## src/sv/ata_sqrt_cell.sv

```systemverilog
// ----------------------------------------------------------------------------
// ata_sqrt_cell
// One digit cell of the square root chain: brings down two radicand bits,
// tries one root bit and hands remainder, root and passenger to the next cell.
// ----------------------------------------------------------------------------
`timescale 1ns / 1ps

module ata_sqrt_cell #(
  parameter int RB   = 21,
  parameter int PAIR = 20,
  parameter int PW   = 13
) (
  input  logic                 clk,
  input  logic                 en,
  input  logic [2*RB-1:0]      rad_in,
  input  logic [RB+2:0]        rem_in,
  input  logic [RB-1:0]        root_in,
  input  logic signed [PW-1:0] pass_in,
  output logic [2*RB-1:0]      rad_out,
  output logic [RB+2:0]        rem_out,
  output logic [RB-1:0]        root_out,
  output logic signed [PW-1:0] pass_out
);

  logic [RB+2:0] rem_sh;
  logic [RB+2:0] trial;
  logic          fits;
  logic [RB+2:0] rem_next;
  logic [RB-1:0] root_next;

  always_comb begin
    rem_sh    = {rem_in[RB:0], rad_in[2*PAIR+1 -: 2]};
    trial     = {1'b0, root_in, 2'b01};
    fits      = (rem_sh >= trial);
    rem_next  = fits ? (rem_sh - trial) : rem_sh;
    root_next = {root_in[RB-2:0], fits};
  end

  always_ff @(posedge clk) begin
    if (en) begin
      rad_out  <= rad_in;
      rem_out  <= rem_next;
      root_out <= root_next;
      pass_out <= pass_in;
    end
  end

endmodule

```

## config.mk

```make
export PLATFORM = sky130hd
export DESIGN_NAME = ata_sqrt_cell
export DESIGN_NICKNAME = d
export VERILOG_FILES = /design/src/sv/ata_sqrt_cell.sv
export SDC_FILE = /design/constraint.sdc
export NUM_CORES = 1
export LEC_CHECK = 0
export BUFFER_PORTS_ARGS = -buffer_cell sky130_fd_sc_hd__buf_2
export CORE_ASPECT_RATIO = 1.25
export CORE_MARGIN = 5
export CORE_UTILIZATION = 48
export DETAILED_ROUTE_END_ITERATION = 16
export GPL_ROUTABILITY_DRIVEN = 0
export MAX_ROUTING_LAYER = met4
export PLACE_DENSITY = 0.8
export SLEW_MARGIN = 20
export SYNTH_ARGS = -nofsm -noshare
export SYNTH_HDL_FRONTEND = slang
export SYNTH_SLANG_ARGS = --single-unit
```

## constraint.sdc

```tcl
create_clock -name clk -period 3.4 [get_ports clk]
set_input_delay 0.85 -clock clk [delete_from_list [all_inputs] [get_ports clk]]
set_output_delay 0.85 -clock clk [all_outputs]
set_load 0.1 [all_outputs]
```

After elaboration in Yosys (flattened, before gate mapping) --
Index checks and enable logic that the tools add are counted.
Storage, ports and cells: register bits after elaboration 100, bits of input ports 102, output and inout bits 100, logic and storage cells 7
Cells by class: add/subtract/negate cells 1, magnitude comparators 1, mux-type cells 1
Operator list (count):
- $ge A24 B23 Y1 | 1
- $mux W24 | 1
- $sub A24 B23 Y24 | 1

Depth between registers and ports, before layout --
Gate-level depths: netlist of run 1.
word-level depth 2, gate-level depth with buffers 11, mapped depth without buffers 9

Least setup slack after synthesis of run 1 --
OpenSTA, ideal clock, no wires.
kind input port to flip-flop, from in root_in[15], to reg rem_out[18] (data pin), library setup time 0.260 ns, data arrival time 2.659 ns, required time 3.140 ns, path slack 0.480 ns, stages on the path 10, path buffers 2, cells stage by stage inv_1 > ha_1 > buf_6 > a21oi_1 > o21ai_1 > a221o_1 > a211oi_2 > o21ai_4 > buf_6 > mux2_4
On the way: longest elaborated chain between the ends 2, elaborated cells on any way between the ends 3, those cells by class add/sub: 1; order compare: 1; mux: 1
Ends and longest elaborated chain:
- start, declared | RTL line 17 | input logic [RB-1:0] root_in,
- $sub A24 B23 Y24 or $ge A24 B23 Y1 (tied branches) | RTL line 35, 34
- $mux W24 (*) | RTL line 35 | rem_next = fits ? (rem_sh - trial) : rem_sh;
- named net rem_next[18] | RTL line 28 | logic [RB+2:0] rem_next;
- end signal, assigned | RTL line 42 | rem_out <= rem_next;
- end, declared | RTL line 20 | output logic [RB+2:0] rem_out,
Mark *: on every way through the listed nets, which the timed path passes. The rest lies on a longest branch. A chain may end at the register's enable or synchronous reset.

Worst setup path after layout of run 1 --
from in root_in[1], to reg rem_out[17] (data pin)
The elaborated chain is that of the path after synthesis.

==> summary.md, run 1 <==
| Metric | Value |
|---|---|
| Outcome | completed |
| Die W | slightly below 100 um |
| M2 GR Usage | between 30% and 40% |
| GR Layer Usage met3 | under 10% |
| WP data required | roughly 3.5 ns |
| Clock power share | about a quarter |
| Pre-Repair DR Iteration Count | 4 |
| Synth warn | 0 |
| Final Max Slew Viols | 0 |
| Crit Path Class | input pin to flop |
| Syn Nets | between 400 and 500 |
| # setup viols final | 0 |
| Initial Util | 49.0% |
| Drt total wl | roughly 12,000 um |
| Layout Area Growth over Synthesis | 31.8% |
| Tot GR Track Use | around 20% |
| Largest family of logic cells by synthesized area | compound AO/OA/AOI/OAI gates |
| H-tree depth | 3 |
| Cells after Synth | 354 |
| Clock net sink count | 100 |
| Final hold vios | 0 |
| Die Ht | 121 um |
| Worst Tran Pin Value | around 0.61 ns |
| Logic pwr share | between 30 and 40% |
| Drt wl/cell | 17.1 um |
| Number of buffers created by CTS | 9 |
| Post-Synth Simple-Gate Area | between 7 and 8% |
| CP Capture Type | flop |
| Largest stage delay, worst path | 0.37 ns |
| CP cell instances | buf_2 > inv_1 > ha_1 > a21o_1 > a221o_1 > a31oi_1 > or3_1 > nor3b_1 > o32ai_2 |
| Internal | around 2400 uW |
| Max-Cap Viols | 0 |
| Sw Pwr | between 1500 and 2000 uW |
| Clock Root Buffer | clkbuf_16 |
| Sequential share of power | approximately two fifths |
| Setup TNS | 0 ns |
| Count of cell types in the netlist | 47 |
| Startpoint types | input pin |
| Register area share after synthesis | between 60% and 70% |
| Grt peak-use layer | met2 |
| Post_cts resized | 0 |
| CP top delay family | compound AO/OA/AOI/OAI gates |
| P_leak | roughly 0.0027 uW |
| Cell Area, Synth | around 4700 um2 |
| WHS | between 0.6 and 0.7 ns |
| Worst min-delay path category | input pin to flop |
| Pwr dens | 646 nW/um2 |
| PortBufs | 199 |
| Initial antenna violation count | 0 |
| WP data arrival | ~3 ns |
| Worst Slack Setup Final | between 0.5 and 0.6 ns |
| Die area | 11,900 um2 |
| Dpl ws | between 0.2 and 0.25 ns |
| Total grt overflow | 0 |
| Starting DRT DRC Count | ~170 |
| Antenna Violating Nets Remaining | 0 |
| Min-delay src | rad_in[18] |
| Post CTS Setup Buffer Count | 0 |
| Dpl cells | approximately 700 |
| Unrepaired setup endpoints after global routing | false |
| Hold path depth | 1 |
| #FFs+latches synth | 100 |
| Antenna Cells | 0 |
| Vias | between 3k and 4k |
| DP Wirelength | between 9000 and 10,000 um |
| Peak VDD IR | about 0.32 mV |
| Syn avg cell area | roughly 13 um2 |
| Core box area | 9610 um2 |
| Area leader, netlist | edfxtp_1 |
| Multiplexer share of the synthesized area | under 10% |
| Hold EP | rad_out[18] |
| Share of layout cells above drive strength 1 | a little over two fifths |
| Most used flip-flop cell after synthesis | edfxtp_1 |
| First-pass GRT wire length | 18,300 um |
| Crit path depth | 9 |
| Non-Filler Instances | 698 |
| Grt met1 use | 21.5% |
| XOR/XNOR share of the synthesized area | under 10% |
| Switching fraction of total power | between 40% and 50% |
| Number of synthesized flops with an enable pin | 100 |
| Share of the synthesized area in the top cell type | a little under two thirds |
| Rows | 40 |
| Vias in the first global route | around 3.7k |
| CTS tree | built |
| Post-CTS Hold Fix Bufs | 0 |
| Reg clk slew, reported paths | 0.07 ns |
| CP bufs+invs | 2 |
| Fin crit share | between 80% and 90% |
| Synth top area cells | edfxtp_1 (64%), ha_1 (6.1%), a21oi_1 (2.9%), inv_1 (2.4%), a21oi_2 (2.2%) |
| Largest fanout on the critical path | 5 |
| Post-synthesis async set-or-reset flop share | 0% |
| Nets | ~690 |
| Synth Area in Compound Gates | about an eighth |
| Util after Layout | around 65% |
| Vias/cell | ~5.2 |
| Max clock buf depth | 2 |
| Post-route minimum period | between 2 and 3 ns |
| Boundary pin count | about 200 |
| Slowest stage cell, crit path | a221o_1 |
| Max_slew headroom | 59.3% |
| Largest net degree at the start of global routing | 55 |
| Fmax | between 300 and 400 MHz |
| # DRC | 0 |
| Synth Area in Adders | between 6 and 7% |
[cell usage after synthesis, types with 2 or more instances]
library cell,n
a211oi_2,2
a21o_1,4
a21oi_1,27
a21oi_2,12
a221o_1,2
and2_1,2
buf_2,4
buf_6,4
edfxtp_1,100
ha_1,23
inv_1,30
mux2_2,2
mux2_4,4
nand2_1,26
nand2b_1,2
nand3_1,5
nand4_1,4
nor2_1,25
nor2b_1,2
nor3_1,6
o21a_1,5
o21ai_0,16
o21ai_1,2
o21bai_1,4
or3_1,2
xnor2_1,12
xor2_1,7
[state kept, by name (all words and copies together) (netlist names)]
| name | count |
|---|---|
| pass_out | 13 |
| rem_out | 24 |
| root_out | 21 |
| rad_out | 42 |
[power by group through the flow]
stage          Sequential, uW  Combinational, uW  Clock, uW
4_1_cts                  1530               1450       1040
2_1_floorplan            2430                304          0
6_report                 1530               1450       1020
3_3_place_gp             1550               1440          0
5_1_grt                  1540               1510       1100
3_5_place_dp             1560               1450          0
[how the worst max path moves through the flow]
stage | startpoint | end
2_1_floorplan | root_in[15] | rem_out[18]
3_3_place_gp | root_in[13] | rem_out[4]
3_5_place_dp | root_in[13] | rem_out[3]
4_1_cts | root_in[13] | rem_out[3]
5_1_grt | root_in[11] | rem_out[3]
6_report | root_in[1] | rem_out[17]
[layout make-up]
| class | instances | area (um2) |
|---|---|---|
| Multi-Input combinational cell | 216 | 1530 |
| Tap cell | 126 | 158 |
| Inverter | 30 | 113 |
| Fill cell | 756 | 3400 |
| Clock inverter | 7 | 73.8 |
| Timing Repair Buffer | 210 | 1110 |
| Sequential cell | 100 | 3000 |
| Clock buffer | 9 | 225 |
[through the flow]
stage | total power, uW | cell area (um2)
3_5_place_dp | 3010 | 5910
4_1_cts | 4030 | 6200
5_1_grt | 4150 | 6200
6_report | 4010 | 6200
3_3_place_gp | 2990 | 5910
2_1_floorplan | 2730 | 4710
[routing by layer]
layer	routed length, um	up-vias	part of all wire [%]
met3	840	33	7.0
met2	6250	170	52
met4	335	0	2.8
met1	4500	1673	38
met5	0	-	0
li1	-	1733	-
[layout by cell type, fill, tap and decap left out, types with 6 or more instances in the layout]
cell	count
buf_4	10
nor3_1	6
ha_1	23
a21oi_2	12
inv_1	30
buf_2	198
nand2_1	26
a21oi_1	27
nor2_1	25
edfxtp_1	100
xor2_1	7
xnor2_1	12
o21ai_0	16
clkbuf_16	9
[kinds of logic (layout without fill, tap and decap cells)]
logic type	Yosys count	count (layout)
AO/OA/AOI/OAI	88	88
XOR/XNOR	19	19
adder cells (fa/ha/maj)	23	23
buffers and inverters	38	256
flip-flops	100	100
multiplexers	6	6
AND/OR/NAND/NOR	80	80
Power figures use the tool's default switching activity.
==> inputs of run 2 (changes only) <==
--- a/config.mk
+++ b/config.mk
@@ -8,11 +8,11 @@
 export BUFFER_PORTS_ARGS = -buffer_cell sky130_fd_sc_hd__buf_2
 export CORE_ASPECT_RATIO = 1.25
 export CORE_MARGIN = 5
-export CORE_UTILIZATION = 48
+export CORE_UTILIZATION = 43
 export DETAILED_ROUTE_END_ITERATION = 16
 export GPL_ROUTABILITY_DRIVEN = 0
 export MAX_ROUTING_LAYER = met4
-export PLACE_DENSITY = 0.8
+export PLACE_DENSITY = 0.76
 export SLEW_MARGIN = 20
 export SYNTH_ARGS = -nofsm -noshare
 export SYNTH_HDL_FRONTEND = slang
==> constraint.sdc (replaced) <==
create_clock -name clk -period 2.47 [get_ports clk]
set_input_delay 0.6175 -clock clk [delete_from_list [all_inputs] [get_ports clk]]
set_output_delay 0.6175 -clock clk [all_outputs]
set_load 0.1 [all_outputs]
==> run 2 against run 1 <==
  * Sequential share of layout area shrank 5.6 points
  * Worst hold slack lost 0.24 ns
  * Clock power grew 31%
  * Die area grew 11%
  * Global-route usage shrank 0.39 points
  * Sequential cell count is the same
  * Cell count grew 10%
  * Sequential power grew 37%
  * Combinational power grew 53%
  * Utilization grew 1.2 points
  * Critical endpoint is now rem_out[9]
  * Highest routed layer unchanged
==> summary.md, run 2 (synthesized netlist as in run 1, its figures left out) <==
| Metric | Value |
|---|---|
| Outcome | completed (unchanged) |
| Clock power share | 23.6% (was 25.6%) |
| Crit path depth | 12 (was 9) |
| Post-route minimum period | 2.42 ns |
| Crit. Startpoint | root_in[17] (was root_in[1]) |
| Core box area | 10,700 um2 (was 9610 um2) |
| Clock Root Buffer | clkbuf_16 (unchanged) |
| Starting DRT DRC Count | 221 (was 173) |
| Total grt overflow | 0 (unchanged) |
| Drt wl/cell | 16.4 um (was 17.1 um) |
| Post CTS Setup Buffer Count | 0 (unchanged) |
| Dpl ws | -0.341 ns (was 0.227 ns) |
| Layout Area Growth over Synthesis | 49.0% (was 31.8%) |
| CP bufs+invs | 4 (was 2) |
| Final Max Slew Viols | 0 (unchanged) |
| DP Area | 6680 um2 (was 5910 um2) |
| Largest fanout on the critical path | 17 (was 5) |
| Boundary pin count | 202 (unchanged) |
| Vias | 3,860 (was 3,609) |
| Slowest stage cell, crit path | a211oi_2 (was a221o_1) |
| Die area | 13,200 um2 (was 11,900 um2) |
| Setup TNS | 0 ns (unchanged) |
| Worst Slack Setup Final | 0.0544 ns (was 0.544 ns) |
| CP Capture Type | flop (unchanged) |
| P_leak | 0.00307 uW (was 0.00273 uW) |
| Peak VDD IR | 0.317 mV (was 0.315 mV) |
| Max-Cap Viols | 0 (unchanged) |
| Reg clk slew, reported paths | 0.07 ns (about the same) |
| # setup viols final | 0 (unchanged) |
| H-tree depth | 3 (unchanged) |
| Clock net sink count | 100 (unchanged) |
| DP Wirelength | 10,200 um (was 9430 um) |
| Max reg flops | 42 (unchanged) |
| Largest net degree at the start of global routing | 63 (was 55) |
| Fin crit share | between 90% and 100% |
| Drt total wl | 12,700 um (was 11,900 um) |
| Commonest cells after routing, fill and taps aside | buf_2 (197), edfxtp_1 (100), buf_4 (74), inv_1 (26), nor2_1 (25) (was buf_2 (198), edfxtp_1 (100), inv_1 (30), a21oi_1 (27), nand2_1 (26)) |
| Initial Util | 44.1% (was 49.0%) |
| Die W | 104 um (was 98.6 um) |
| WP data arrival | 2.51 ns (was 2.93 ns) |
| Final hold vios | 0 (unchanged) |
| WP data required | 2.56 ns (was 3.48 ns) |
| Sw Pwr | 2330 uW (was 1640 uW) |
| Most common cell after layout, fill and taps aside | buf_2 (unchanged) |
| PortBufs | 199 (unchanged) |
| Crit Path Class | input pin to flop (unchanged) |
| Vias/cell | 5.01 (was 5.17) |
| Dpl cells | 754 (was 682) |
| Switching fraction of total power | 41.3% (was 41.1%) |
| First-pass GRT wire length | 20,600 um (was 18,300 um) |
| Antenna Violating Nets Remaining | 0 (unchanged) |
| Max_slew headroom | 66.3% (was 59.3%) |
| Die Ht | 127 um (was 121 um) |
| Fin area | 7010 um2 (was 6200 um2) |
| Worst min-delay path category | input pin to flop (unchanged) |
| Worst Setup EP | rem_out[9] (was rem_out[17]) |
| Largest stage delay, worst path | 0.32 ns (was 0.37 ns) |
| Vias in the first global route | 4,047 (was 3,676) |
| Largest registers | rad_out: 42 flops, rem_out: 24 flops, root_out: 21 flops (unchanged) |
| Initial antenna violation count | 0 (unchanged) |
| Pwr dens | 807 nW/um2 (was 646 nW/um2) |
| Nets | 758 (was 692) |
| Rows | 42 (was 40) |
| Antenna Cells | 0 (unchanged) |
| Fillers | 801 (was 756) |
| # DRC | 0 (unchanged) |
| Pre-Repair DR Iteration Count | 4 (unchanged) |
| Startpoint types | input pin (unchanged) |
| Number of buffers created by CTS | 9 (unchanged) |
| Fmax | 414 MHz |
| Internal | 3320 uW (was 2360 uW) |
| CP cell instances | clkbuf_4 > inv_12 > ha_4 > a21oi_2 > o21ai_2 > a221o_1 > a211oi_2 > o21ai_4 > buf_12 > buf_12 > nor2_1 > a21oi_2 (was buf_2 > inv_1 > ha_1 > a21o_1 > a221o_1 > a31oi_1 > or3_1 > nor3b_1 > o32ai_2) |
| Max clock buf depth | 2 (unchanged) |
| Worst Tran Pin Value | 0.509 ns (was 0.611 ns) |
| CTS tree | built (unchanged) |
| Sequential share of power | 37.2% (was 38.2%) |
| Non-Filler Instances | 770 (was 698) |
| Logic pwr share | 39.2% (was 36.2%) |
| Tot GR Track Use | 19.9% (was 20.2%) |
| Unrepaired setup endpoints after global routing | true (was false) |
| CP top delay family | compound AO/OA/AOI/OAI gates (unchanged) |
| Share of layout cells above drive strength 1 | 54.9% (was 43.9%) |
| Biggest register | rad_out (unchanged) |
## run 2: through the flow
| step | hold slack, ns | util (%) | total power (uW) |
|---|---|---|---|
| 2_1_floorplan | 0.716 | - | 3810 |
| 3_3_place_gp | 0.795 | 62.6 | 4310 |
| 3_5_place_dp | 0.796 | 62.6 | 4350 |
| 4_1_cts | 0.434 | 65.3 | 5690 |
| 5_1_grt | 0.433 | 65.8 | 5900 |
| 6_report | 0.450 | 65.8 | 5660 |
## run 2: power by group through the flow
| stage | clock (uW) | combinational [uW] | sequential (uW) |
|---|---|---|---|
| 2_1_floorplan | 0 | 471 | 3340 |
| 3_3_place_gp | 0 | 2180 | 2140 |
| 3_5_place_dp | 0 | 2210 | 2140 |
| 4_1_cts | 1370 | 2210 | 2110 |
| 5_1_grt | 1460 | 2310 | 2120 |
| 6_report | 1340 | 2220 | 2100 |
## run 2: worst min path at each step
stage                start           end  cells past startpoint
3_5_place_dp    rad_in[33]   rad_out[33]                      1
3_3_place_gp    rad_in[39]   rad_out[39]                      1
4_1_cts         rad_in[33]   rad_out[33]                      1
2_1_floorplan   pass_in[0]   pass_out[0]                      0
5_1_grt         rad_in[22]   rad_out[22]                      1
6_report       pass_in[11]  pass_out[11]                      1
## run 2: area by class of cell
| cell class | count | area, um2 | area share [%] |
|---|---|---|---|
| clock buffer | 10 | 229 | 3.26 |
| clock inverter | 6 | 56.3 | 0.803 |
| inverter | 30 | 138 | 1.96 |
| multi-input combinational | 216 | 1790 | 25.6 |
| sequential | 100 | 3000 | 42.8 |
| tap | 132 | 165 | 2.35 |
| timing repair buffer | 276 | 1630 | 23.2 |
## run 2: timing repair
action,4_1_cts,5_1_grt
setup endpoints to repair,0,9
hold buffers,0,0
resized for setup,0,8
## run 2: metal layers
metal	GRT usage [%]	routed length, um
met5	-	0
met4	6.10	274
met3	5.45	872
met2	35.2	6730
met1	21.7	4780
